==> src/hdl/rau_pkg.sv <==
package rau_pkg;

	// Default sign width of the operands
	localparam int OPERAND_WIDTH = 16;

	// Field widths
	localparam int FIELD_W   = 16;
	localparam int MODE_W    = 2;
	localparam int STATUS_W  = 2;
	localparam int RES_NUM_W = 33;
	localparam int RES_DEN_W = 31;

	// Datapath widths: one spare bit holds a zero-extended 16-bit field
	localparam int OPX_W     = FIELD_W + 1;
	localparam int PROD_W    = 2 * OPX_W;
	localparam int ACC_W     = PROD_W + 1;
	localparam int MAG_W     = ACC_W - 1;
	localparam int DIV_CNT_W = $clog2(MAG_W + 1);
	localparam int SHIFT_W   = $clog2(MAG_W);

	// Sequencer
	localparam int PC_W = 4;

	typedef logic [PC_W-1:0] pc_t;

	localparam pc_t STEP_LOAD = '0;

	typedef enum logic [1:0] {
		MODE_ADD,
		MODE_SUB,
		MODE_MUL,
		MODE_DIV
	} mode_t;

	typedef enum logic [1:0] {
		ST_OK,
		ST_DEN_ZERO,
		ST_UNDEF
	} status_t;

	typedef enum logic [3:0] {
		OP_LOAD,
		OP_MUL1,
		OP_MUL2,
		OP_MUL3,
		OP_DEN,
		OP_MAG,
		OP_TWOS,
		OP_GCD,
		OP_GFIX,
		OP_DIVN,
		OP_DSTEP,
		OP_STN,
		OP_STD,
		OP_OUT
	} dp_op_t;

	typedef enum logic [2:0] {
		C_NEVER,
		C_NO_INPUT,
		C_TWOS,
		C_GCD,
		C_DIV_BUSY,
		C_G_ZERO,
		C_OUT_BUSY
	} cond_t;

	typedef struct packed {
		dp_op_t op;
		cond_t  cond;
		pc_t    target;
		logic   last;
	} ctrl_t;

	typedef struct packed {
		logic in_valid;
		logic twos;
		logic gcd_run;
		logic div_busy;
		logic g_zero;
		logic out_busy;
	} flags_t;

	typedef struct packed {
		logic [MODE_W-1:0]         mode;
		logic signed [FIELD_W-1:0] a_num;
		logic signed [FIELD_W-1:0] a_den;
		logic signed [FIELD_W-1:0] b_num;
		logic signed [FIELD_W-1:0] b_den;
	} rau_in_t;

	typedef struct packed {
		logic signed [RES_NUM_W-1:0] res_num;
		logic [RES_DEN_W-1:0]        res_den;
		logic [STATUS_W-1:0]         status;
	} rau_out_t;

endpackage

==> src/hdl/rau_stream_if.sv <==
interface rau_stream_if #(
	parameter type T = logic
);
	logic valid;
	logic ready;
	T     payload;

	modport source (output valid, output payload, input ready);
	modport sink (input valid, input payload, output ready);
endinterface

==> src/hdl/rau_useq.sv <==
module rau_useq (
	input  logic            clk,
	input  logic            arst_n,
	input  rau_pkg::flags_t flags,
	output rau_pkg::ctrl_t  ctrl,
	output rau_pkg::pc_t    pc
);

	localparam int PC_W = rau_pkg::PC_W;

	localparam rau_pkg::pc_t S_MUL1  = PC_W'(1);
	localparam rau_pkg::pc_t S_MUL2  = PC_W'(2);
	localparam rau_pkg::pc_t S_MUL3  = PC_W'(3);
	localparam rau_pkg::pc_t S_DEN   = PC_W'(4);
	localparam rau_pkg::pc_t S_MAG   = PC_W'(5);
	localparam rau_pkg::pc_t S_TWOS  = PC_W'(6);
	localparam rau_pkg::pc_t S_GCD   = PC_W'(7);
	localparam rau_pkg::pc_t S_GFIX  = PC_W'(8);
	localparam rau_pkg::pc_t S_DIVN  = PC_W'(9);
	localparam rau_pkg::pc_t S_DLOOPN = PC_W'(10);
	localparam rau_pkg::pc_t S_STN   = PC_W'(11);
	localparam rau_pkg::pc_t S_DLOOPD = PC_W'(12);
	localparam rau_pkg::pc_t S_STD   = PC_W'(13);
	localparam rau_pkg::pc_t S_OUT   = PC_W'(14);

	rau_pkg::pc_t pc_q;
	rau_pkg::pc_t pc_d;
	logic         jump;

	function automatic rau_pkg::ctrl_t cw(input rau_pkg::dp_op_t op, input rau_pkg::cond_t cond,
			input rau_pkg::pc_t target, input logic last);
		rau_pkg::ctrl_t w;
		w.op     = op;
		w.cond   = cond;
		w.target = target;
		w.last   = last;
		return w;
	endfunction

	// Microcode: a jump goes to target when its condition holds, else falls through
	function automatic rau_pkg::ctrl_t ucode(input rau_pkg::pc_t addr);
		rau_pkg::ctrl_t w;
		unique case (addr)
			rau_pkg::STEP_LOAD: w = cw(rau_pkg::OP_LOAD, rau_pkg::C_NO_INPUT, rau_pkg::STEP_LOAD, 1'b0);
			S_MUL1:   w = cw(rau_pkg::OP_MUL1, rau_pkg::C_NEVER, rau_pkg::STEP_LOAD, 1'b0);
			S_MUL2:   w = cw(rau_pkg::OP_MUL2, rau_pkg::C_NEVER, rau_pkg::STEP_LOAD, 1'b0);
			S_MUL3:   w = cw(rau_pkg::OP_MUL3, rau_pkg::C_NEVER, rau_pkg::STEP_LOAD, 1'b0);
			S_DEN:    w = cw(rau_pkg::OP_DEN, rau_pkg::C_NEVER, rau_pkg::STEP_LOAD, 1'b0);
			S_MAG:    w = cw(rau_pkg::OP_MAG, rau_pkg::C_NEVER, rau_pkg::STEP_LOAD, 1'b0);
			S_TWOS:   w = cw(rau_pkg::OP_TWOS, rau_pkg::C_TWOS, S_TWOS, 1'b0);
			S_GCD:    w = cw(rau_pkg::OP_GCD, rau_pkg::C_GCD, S_GCD, 1'b0);
			S_GFIX:   w = cw(rau_pkg::OP_GFIX, rau_pkg::C_G_ZERO, S_OUT, 1'b0);
			S_DIVN:   w = cw(rau_pkg::OP_DIVN, rau_pkg::C_NEVER, rau_pkg::STEP_LOAD, 1'b0);
			S_DLOOPN: w = cw(rau_pkg::OP_DSTEP, rau_pkg::C_DIV_BUSY, S_DLOOPN, 1'b0);
			S_STN:    w = cw(rau_pkg::OP_STN, rau_pkg::C_NEVER, rau_pkg::STEP_LOAD, 1'b0);
			S_DLOOPD: w = cw(rau_pkg::OP_DSTEP, rau_pkg::C_DIV_BUSY, S_DLOOPD, 1'b0);
			S_STD:    w = cw(rau_pkg::OP_STD, rau_pkg::C_NEVER, rau_pkg::STEP_LOAD, 1'b0);
			S_OUT:    w = cw(rau_pkg::OP_OUT, rau_pkg::C_OUT_BUSY, S_OUT, 1'b1);
			default:  w = cw(rau_pkg::OP_LOAD, rau_pkg::C_NO_INPUT, rau_pkg::STEP_LOAD, 1'b0);
		endcase
		return w;
	endfunction

	always_comb begin
		ctrl = ucode(pc_q);
		unique case (ctrl.cond)
			rau_pkg::C_NEVER:    jump = 1'b0;
			rau_pkg::C_NO_INPUT: jump = !flags.in_valid;
			rau_pkg::C_TWOS:     jump = flags.twos;
			rau_pkg::C_GCD:      jump = flags.gcd_run;
			rau_pkg::C_DIV_BUSY: jump = flags.div_busy;
			rau_pkg::C_G_ZERO:   jump = flags.g_zero;
			rau_pkg::C_OUT_BUSY: jump = flags.out_busy;
			default:             jump = 1'b0;
		endcase
		if (jump) begin
			pc_d = ctrl.target;
		end else if (ctrl.last) begin
			pc_d = rau_pkg::STEP_LOAD;
		end else begin
			pc_d = PC_W'(pc_q + 1'b1);
		end
	end

	always_ff @(posedge clk or negedge arst_n) begin
		if (!arst_n) begin
			pc_q <= rau_pkg::STEP_LOAD;
		end else begin
			pc_q <= pc_d;
		end
	end

	assign pc = pc_q;

endmodule

==> src/hdl/rau_dpath.sv <==
module rau_dpath #(
	parameter int OPERAND_WIDTH = rau_pkg::OPERAND_WIDTH
) (
	input  logic            clk,
	input  logic            arst_n,
	input  rau_pkg::ctrl_t  ctrl,
	output rau_pkg::flags_t flags,
	rau_stream_if.sink      operands,
	rau_stream_if.source    result
);

	localparam int FIELD_W   = rau_pkg::FIELD_W;
	localparam int OPX_W     = rau_pkg::OPX_W;
	localparam int PROD_W    = rau_pkg::PROD_W;
	localparam int ACC_W     = rau_pkg::ACC_W;
	localparam int MAG_W     = rau_pkg::MAG_W;
	localparam int DIV_CNT_W = rau_pkg::DIV_CNT_W;
	localparam int SHIFT_W   = rau_pkg::SHIFT_W;
	localparam int RES_NUM_W = rau_pkg::RES_NUM_W;
	localparam int RES_DEN_W = rau_pkg::RES_DEN_W;

	// Operand extension: sign from bit OPERAND_WIDTH-1, or plain 16-bit value when wider
	logic [FIELD_W-1:0]      raw [4];
	logic signed [OPX_W-1:0] ext [4];

	assign raw[0] = operands.payload.a_num;
	assign raw[1] = operands.payload.a_den;
	assign raw[2] = operands.payload.b_num;
	assign raw[3] = operands.payload.b_den;

	for (genvar i = 0; i < 4; i++) begin : g_ext
		if (OPERAND_WIDTH <= FIELD_W) begin : g_sx
			assign ext[i] = OPX_W'($signed(raw[i][OPERAND_WIDTH-1:0]));
		end else begin : g_zx
			assign ext[i] = $signed({1'b0, raw[i]});
		end
	end

	rau_pkg::mode_t          mode_q;
	logic signed [OPX_W-1:0] an_q, ad_q, bn_q, bd_q;
	logic signed [PROD_W-1:0] prod_q;
	logic signed [ACC_W-1:0]  num_q, den_q;
	logic [MAG_W-1:0]         mn_q, md_q, x_q, y_q, g_q, qn_q, qd_q;
	logic [MAG_W-1:0]         rem_q, quo_q;
	logic [DIV_CNT_W-1:0]     cnt_q;
	logic [SHIFT_W-1:0]       k_q;
	logic                     neg_q;
	rau_pkg::status_t         status_q;

	logic                     out_v_q;
	rau_pkg::rau_out_t        res_q;

	logic signed [OPX_W-1:0] mul_a, mul_b;
	logic [MAG_W-1:0]        num_mag, den_mag;
	logic [MAG_W-1:0]        x_d, y_d;
	logic [MAG_W:0]          shifted, diff;
	logic                    ge;
	logic [MAG_W-1:0]        qn_signed;
	logic                    out_wr;

	// Shared multiplier operand select
	always_comb begin
		mul_a = ad_q;
		mul_b = bd_q;
		case (ctrl.op)
			rau_pkg::OP_MUL1: begin
				mul_a = an_q;
				mul_b = (mode_q == rau_pkg::MODE_MUL) ? bn_q : bd_q;
			end
			rau_pkg::OP_MUL2: begin
				mul_a = ad_q;
				mul_b = bn_q;
			end
			rau_pkg::OP_MUL3: begin
				mul_a = ad_q;
				mul_b = (mode_q == rau_pkg::MODE_DIV) ? bn_q : bd_q;
			end
			default: begin
				mul_a = ad_q;
				mul_b = bd_q;
			end
		endcase
	end

	assign num_mag = num_q[ACC_W-1] ? MAG_W'(-num_q) : MAG_W'(num_q);
	assign den_mag = den_q[ACC_W-1] ? MAG_W'(-den_q) : MAG_W'(den_q);

	// Binary GCD step: drop a factor of two from one side, or subtract and halve
	always_comb begin
		x_d = x_q;
		y_d = y_q;
		if (!x_q[0]) begin
			x_d = x_q >> 1;
		end else if (!y_q[0]) begin
			y_d = y_q >> 1;
		end else if (x_q >= y_q) begin
			x_d = (x_q - y_q) >> 1;
		end else begin
			y_d = (y_q - x_q) >> 1;
		end
	end

	// Restoring divide, one quotient bit per cycle
	assign shifted = {rem_q, quo_q[MAG_W-1]};
	assign diff    = shifted - {1'b0, g_q};
	assign ge      = shifted >= {1'b0, g_q};

	assign qn_signed = neg_q ? MAG_W'(-qn_q) : qn_q;

	assign flags.in_valid = operands.valid;
	assign flags.twos     = (x_q != '0) && (y_q != '0) && !x_q[0] && !y_q[0];
	assign flags.gcd_run  = (x_q != '0) && (y_q != '0);
	assign flags.div_busy = cnt_q != DIV_CNT_W'(1);
	assign flags.g_zero   = (x_q | y_q) == '0;
	assign flags.out_busy = out_v_q && !result.ready;

	assign operands.ready = ctrl.op == rau_pkg::OP_LOAD;
	assign out_wr         = (ctrl.op == rau_pkg::OP_OUT) && !flags.out_busy;

	always_ff @(posedge clk) begin
		unique case (ctrl.op)
			rau_pkg::OP_LOAD: begin
				if (operands.valid) begin
					mode_q <= rau_pkg::mode_t'(operands.payload.mode);
					an_q   <= ext[0];
					ad_q   <= ext[1];
					bn_q   <= ext[2];
					bd_q   <= ext[3];
				end
			end
			rau_pkg::OP_MUL1: begin
				prod_q <= mul_a * mul_b;
			end
			rau_pkg::OP_MUL2: begin
				num_q  <= ACC_W'(prod_q);
				prod_q <= mul_a * mul_b;
			end
			rau_pkg::OP_MUL3: begin
				case (mode_q)
					rau_pkg::MODE_ADD: num_q <= num_q + ACC_W'(prod_q);
					rau_pkg::MODE_SUB: num_q <= num_q - ACC_W'(prod_q);
					default:           num_q <= num_q;
				endcase
				prod_q <= mul_a * mul_b;
			end
			rau_pkg::OP_DEN: begin
				den_q <= ACC_W'(prod_q);
			end
			rau_pkg::OP_MAG: begin
				mn_q  <= num_mag;
				md_q  <= den_mag;
				x_q   <= num_mag;
				y_q   <= den_mag;
				k_q   <= '0;
				qn_q  <= '0;
				qd_q  <= '0;
				neg_q <= (num_q != '0) && (num_q[ACC_W-1] != den_q[ACC_W-1]);
				if (den_q != '0) begin
					status_q <= rau_pkg::ST_OK;
				end else if (num_q != '0) begin
					status_q <= rau_pkg::ST_DEN_ZERO;
				end else begin
					status_q <= rau_pkg::ST_UNDEF;
				end
			end
			rau_pkg::OP_TWOS: begin
				if (flags.twos) begin
					x_q <= x_q >> 1;
					y_q <= y_q >> 1;
					k_q <= SHIFT_W'(k_q + 1'b1);
				end
			end
			rau_pkg::OP_GCD: begin
				if (flags.gcd_run) begin
					x_q <= x_d;
					y_q <= y_d;
				end
			end
			rau_pkg::OP_GFIX: begin
				g_q <= (x_q | y_q) << k_q;
			end
			rau_pkg::OP_DIVN: begin
				rem_q <= '0;
				quo_q <= mn_q;
				cnt_q <= DIV_CNT_W'(MAG_W);
			end
			rau_pkg::OP_DSTEP: begin
				rem_q <= ge ? diff[MAG_W-1:0] : shifted[MAG_W-1:0];
				quo_q <= {quo_q[MAG_W-2:0], ge};
				cnt_q <= DIV_CNT_W'(cnt_q - 1'b1);
			end
			rau_pkg::OP_STN: begin
				qn_q  <= quo_q;
				rem_q <= '0;
				quo_q <= md_q;
				cnt_q <= DIV_CNT_W'(MAG_W);
			end
			rau_pkg::OP_STD: begin
				qd_q <= quo_q;
			end
			rau_pkg::OP_OUT: begin
				if (out_wr) begin
					res_q.res_num <= $signed(qn_signed[RES_NUM_W-1:0]);
					res_q.res_den <= qd_q[RES_DEN_W-1:0];
					res_q.status  <= status_q;
				end
			end
			default: begin
			end
		endcase
	end

	always_ff @(posedge clk or negedge arst_n) begin
		if (!arst_n) begin
			out_v_q <= 1'b0;
		end else if (out_wr) begin
			out_v_q <= 1'b1;
		end else if (result.ready) begin
			out_v_q <= 1'b0;
		end
	end

	assign result.valid   = out_v_q;
	assign result.payload = res_q;

endmodule

==> src/hdl/rational_arithmetic_unit.sv <==
// Latency grows with t, the count of common factors of two (up to 30), and with s, the
// binary GCD steps (up to about 63); the GCD loop and the two divides set it, and a 0/0
// result skips both divides. One item at a time: a new item is taken only once the last
// result is written to the output register, and that write waits while the result held
// there waits for result.ready.
// Reset: arst_n clears the step counter and the output valid; data registers are not reset.
module rational_arithmetic_unit #(
	parameter int OPERAND_WIDTH = rau_pkg::OPERAND_WIDTH
) (
	input logic          clk,
	input logic          arst_n,
	rau_stream_if.sink   operands,
	rau_stream_if.source result
);

	// Microcoded flow:
	//   load   - wait for an item, latch and extend the four operands
	//   mul    - three products on one shared multiplier (product registered),
	//            numerator combined per mode, denominator kept
	//   mag    - magnitudes, result sign, status
	//   twos   - strip common factors of two (counted in k)
	//   gcd    - binary GCD until one side is zero; g = (x | y) << k
	//   divide - numerator and denominator each divided by g (restoring, 1 bit/cycle)
	//   out    - write the output register, then back to load
	// When g is zero (both magnitudes zero) the divides are skipped and 0/0 goes out.

	rau_pkg::ctrl_t  ctrl;
	rau_pkg::flags_t flags;
	rau_pkg::pc_t    pc;

	rau_useq u_useq (
		.clk    (clk),
		.arst_n (arst_n),
		.flags  (flags),
		.ctrl   (ctrl),
		.pc     (pc)
	);

	rau_dpath #(
		.OPERAND_WIDTH (OPERAND_WIDTH)
	) u_dpath (
		.clk      (clk),
		.arst_n   (arst_n),
		.ctrl     (ctrl),
		.flags    (flags),
		.operands (operands),
		.result   (result)
	);

	// An accepted item always moves the sequencer off the load step
	a_accept_advances: assert property (@(posedge clk) disable iff (!arst_n)
		operands.valid && operands.ready |=> pc != rau_pkg::STEP_LOAD)
		else $error("sequencer stayed on load step after accept");

	// A write step with a free output register leaves a valid result
	a_out_written: assert property (@(posedge clk) disable iff (!arst_n)
		ctrl.op == rau_pkg::OP_OUT && !flags.out_busy |=> result.valid)
		else $error("result not valid after output write");

	// A nonzero denominator goes with ok status and only with it
	a_den_status: assert property (@(posedge clk) disable iff (!arst_n)
		result.valid |-> ((result.payload.status == rau_pkg::ST_OK) ==
			(result.payload.res_den != '0)))
		else $error("denominator and status disagree");

	// Undefined result carries a zero numerator
	a_undef_zero: assert property (@(posedge clk) disable iff (!arst_n)
		result.valid && result.payload.status == rau_pkg::ST_UNDEF |->
			result.payload.res_num == '0)
		else $error("undefined result with nonzero numerator");

endmodule

==> src/flat_wrapper.sv <==
// flat-port wrapper written by rule: the top's interface ports become plain ports
module rational_arithmetic_unit_flat import rau_pkg::*;
#(
	parameter int OPERAND_WIDTH = rau_pkg::OPERAND_WIDTH
)
  (clk, arst_n, operands_valid, operands_payload, operands_ready, result_valid, result_payload, result_ready);
  rau_stream_if #(.T(rau_in_t)) operands_i ();
  rau_stream_if #(.T(rau_out_t)) result_i ();
  input logic clk;
  input logic arst_n;
  input wire logic [$bits(operands_i.valid)-1:0] operands_valid;
  input wire logic [$bits(operands_i.payload)-1:0] operands_payload;
  output wire logic [$bits(operands_i.ready)-1:0] operands_ready;
  output wire logic [$bits(result_i.valid)-1:0] result_valid;
  output wire logic [$bits(result_i.payload)-1:0] result_payload;
  input wire logic [$bits(result_i.ready)-1:0] result_ready;
  assign operands_i.valid = operands_valid;
  assign operands_i.payload = operands_payload;
  assign operands_ready = operands_i.ready;
  assign result_valid = result_i.valid;
  assign result_payload = result_i.payload;
  assign result_i.ready = result_ready;
  rational_arithmetic_unit #(.OPERAND_WIDTH(OPERAND_WIDTH)) u_core (.clk(clk), .arst_n(arst_n), .operands(operands_i), .result(result_i));
endmodule
==> config.mk <==
export PLATFORM = sky130hd
export DESIGN_NAME = rational_arithmetic_unit_flat
export DESIGN_NICKNAME = d
export VERILOG_FILES = /design/src/hdl/rau_pkg.sv /design/src/hdl/rau_stream_if.sv /design/src/hdl/rau_useq.sv /design/src/hdl/rau_dpath.sv /design/src/hdl/rational_arithmetic_unit.sv /design/src/flat_wrapper.sv
export SDC_FILE = /design/constraint.sdc
export NUM_CORES = 2
export LEC_CHECK = 0
export ABC_AREA = 1
export BUFFER_PORTS_ARGS = -buffer_cell sky130_fd_sc_hd__buf_2
export CAP_MARGIN = 20
export CORE_AREA = 5 5 206 408
export DETAILED_ROUTE_END_ITERATION = 8
export DIE_AREA = 0 0 211 413
export PLACE_DENSITY = 0.81
export SYNTH_ARGS = -nofsm -noshare
export SYNTH_HDL_FRONTEND = slang
export SYNTH_SLANG_ARGS = --single-unit
==> constraint.sdc <==
create_clock -name clk -period 9 [get_ports clk]
set_input_delay 0 -clock clk [delete_from_list [all_inputs] [get_ports clk]]
set_output_delay 0 -clock clk [all_outputs]
set_load 0.01 [all_outputs]
==> run metrics <==
Gate Count Post-Synth=5734; dominant synthesized flop cell=edfxtp_1; Placer Congestion=1.076; critical path launch point type=register; cell taking the most area after synthesis=edfxtp_1; Netlist cell types=60; Synthesis Warnings=0; Hold/Removal Path Class=in2reg; synthesized area=47070 um^2; CP Data Arrival Time=8.78 ns; Cell Area, Placed=approximately 50000 um^2; clock skew=about 0.036 ns; chip width=211 um; First DRT Iteration DRCs=4212; hold endpoint=u_core.u_dpath.bd_q[3]$_DFFE_PP_; Worst Reg-to-Reg Cells=26; DRC viols=0; share of layout cells above drive strength 1=6.423%; Hold Crit Start=operands_payload[3]; Worst R2R Start=u_core.u_useq.pc[0]$_DFF_PN0_; Synth-to-Final Area Change=8.860%; CTS Buf Count=52; H-tree Lvls=2; Achievable Freq=0.1192 GHz; Die ar.=about 87000 um^2; post-synthesis sequential area ratio=35.48%; actual slew at the worst max-slew pin=1.272 ns; top routing layer in use=met4; core region area=80740 um^2; Avg Cell Area, Syn=about 8 um^2; Initial Utilization=58.30%; first-pass GRT wire length=237900 um; vias per cell=5.830; DP HPWL=approximately 130000 um; routed wire length=between 150000 and 200000 um; Setup Crit Path Kind=reg2reg; DRT Pass-1 Iters=8; metal2 WL=roughly 78000 um; I/O pins=138; Skew-Pair Late Insertion Delay=about 0.66 ns; Post-synth EDFFs=552; reg-to-reg endpoint=u_core.u_dpath.prod_q[33]$_DFFE_PP_; Critical Path RT=9.39 ns; gr usage total=36.04%; Final min period=8.388 ns; Final Cycle Share=between 90% and 100%; Yosys top cell area share=35.22%; Via Count=approximately 40000; CP max FO=27; layout net count=6534; largest net degree at the start of global routing=73; FF-to-FF setup slack=~0.61 ns; worst setup path startpoint=u_core.u_useq.pc[0]$_DFF_PN0_; Clock transition at path regs=~0.070 ns; most frequent cell after synthesis=nand2_1; Synth async-reset ratio=0.8977%; hold depth=2; status=completed; metal3 WL=11420 um; CTS tree=yes; Port Buffer Count=roughly 140; max-cap viol count=0; initial antenna violation count=1; critical path capture point type=register; std cell rows=148; grt ovf=0; Seq cells post-synth=557; Final setup violation count=0; Final Cell Area=51240 um^2; CTS Root Cell=clkbuf_16; post_cts resized=0; Final Hold Fails=0; Synth area leaders=edfxtp_1, fa_1, nand2_1; synthesized net count=6362; Die H=just over 400 um; wire length per cell=22.86 um; RSZ-0062 raised after global routing=no; Post-DRT Antenna Nets=0; M1 WL=54190 um; Pins Over Slew Limit=0; Slew HR=14.61%; vias in the first global route=about 40000; most frequent cells after synthesis=nand2_1, inv_1, nor2_1; CTS Buffer Depth=3; fin util=63.47%; setup TNS=0 ns; clock sinks=557
cells by family after synthesis:
group,count (synthesis),synth area share (%)
xor+xnor,244,4.540
fa+ha+maj,558,19.47
buf+inv,1110,9.152
simple gates,2469,21.46
compound gates,783,9.620
flops,557,35.48
mux,13,0.2764
metal layers:
layer / GRT usage, % / up-vias
met2: 62.11 / 2242
met1: 39.70 / 19240
li1: - / 18770
met3: 4.936 / 572
met4: 28.06 / 0
met5: 0 / -
layout make-up:
cell class / instances / area (um^2)
repair buffers: 253 / 1739
fillers: 6949 / 29500
diodes: 4 / 10.01
clock inverters: 40 / 381.6
flip-flops and latches: 557 / 16700
multi-input cells: 4067 / 26120
inverters: 975 / 3662
clock buffers: 55 / 1313
well taps: 1050 / 1314
cell usage in the layout (no fill, tap or decap), types with 8 or more instances in the layout:
cell	Yosys	final
o21ai_2	14	14
o21bai_1	54	54
ha_1	267	267
a21o_1	18	18
o211ai_1	40	40
clkinv_4	0	8
clkinv_1	5	13
o21a_1	9	9
inv_2	24	24
o22ai_1	8	8
nor2_2	15	17
nand2_1	1313	1312
fa_1	291	291
nor2_4	5	8
nor4_1	21	21
o21ai_0	343	341
nor2_1	723	718
nand2_2	16	17
edfxtp_1	552	552
buf_2	23	138
or2_2	15	15
mux2i_1	13	13
buf_4	13	45
o21ai_1	14	15
dlygate4sd3_1	0	69
a21oi_1	204	203
a31oi_1	17	17
nor3_1	43	43
nand3_1	227	226
a22oi_1	34	34
a21boi_0	9	9
clkbuf_16	0	52
xor2_1	187	187
xnor2_1	57	57
nand4_1	61	61
inv_1	945	945
nand3b_1	10	10
state kept, by name (all words and copies together) (netlist names), 34 cells and up:
register,flops
u_core.u_dpath.y_q,34
u_core.u_dpath.quo_q,34
u_core.u_dpath.g_q,34
u_core.u_dpath.md_q,34
u_core.u_dpath.mn_q,34
u_core.u_dpath.num_q,35
u_core.u_dpath.result.payload,66
u_core.u_dpath.rem_q,34
u_core.u_dpath.prod_q,34
u_core.u_dpath.den_q,34
u_core.u_dpath.x_q,34
critical path, stage by stage (launching register included):
cell and delay [ns]:
dfrtp_1 0.47, inv_1 0.14, ha_1 0.36, o21ai_1 0.23, nand2_2 0.14, nor2_4 0.22, buf_4 0.32, nand2_1 0.08
o21ai_1 0.43, inv_1 0.48, nor2_1 0.26, fa_1 0.44, inv_1 0.09, fa_1 0.41, inv_1 0.09, fa_1 0.42
fa_1 0.59, fa_1 0.56, inv_1 0.06, fa_1 0.53, inv_1 0.05, ha_1 0.38, nand2_1 0.12, nor4_1 0.59
a21oi_1 0.30, o21ai_0 0.28, xor2_1 0.09
through the flow:
stage               cells  worst slack [ns]  hold slack, ns
finish               7001            0.6119         0.04340
global route         6998            0.2044         0.05009
CTS                  6993            0.7298         0.01779
detailed placement   6829            0.6931         -0.1294
global placement     6828            0.8574         -0.1301
floorplan            5734            0.7380         -0.2956
repair_timing:
item                      in CTS  in global routing
setup buffers                  0                  0
hold endpoints to repair      72                  0
hold buffers                  69                  0
how the worst max path moves through the flow:
| stage | endpoint | slack (ns) | cells past startpoint |
|---|---|---|---|
| 4_1_cts | u_core.u_dpath.prod_q[21]$_DFFE_PP_ | 0.73 | 26 |
| 3_3_place_gp | u_core.u_dpath.prod_q[33]$_DFFE_PP_ | 0.86 | 26 |
| 6_report | u_core.u_dpath.prod_q[33]$_DFFE_PP_ | 0.61 | 26 |
| 5_1_grt | u_core.u_dpath.prod_q[31]$_DFFE_PP_ | 0.20 | 34 |
| 3_5_place_dp | u_core.u_dpath.prod_q[33]$_DFFE_PP_ | 0.69 | 27 |
| 2_1_floorplan | u_core.u_dpath.prod_q[32]$_DFFE_PP_ | 0.74 | 34 |
Power is left out: the tool's default activity adds up to more than one toggle a clock period on the data nets, which glitch-free logic cannot reach.
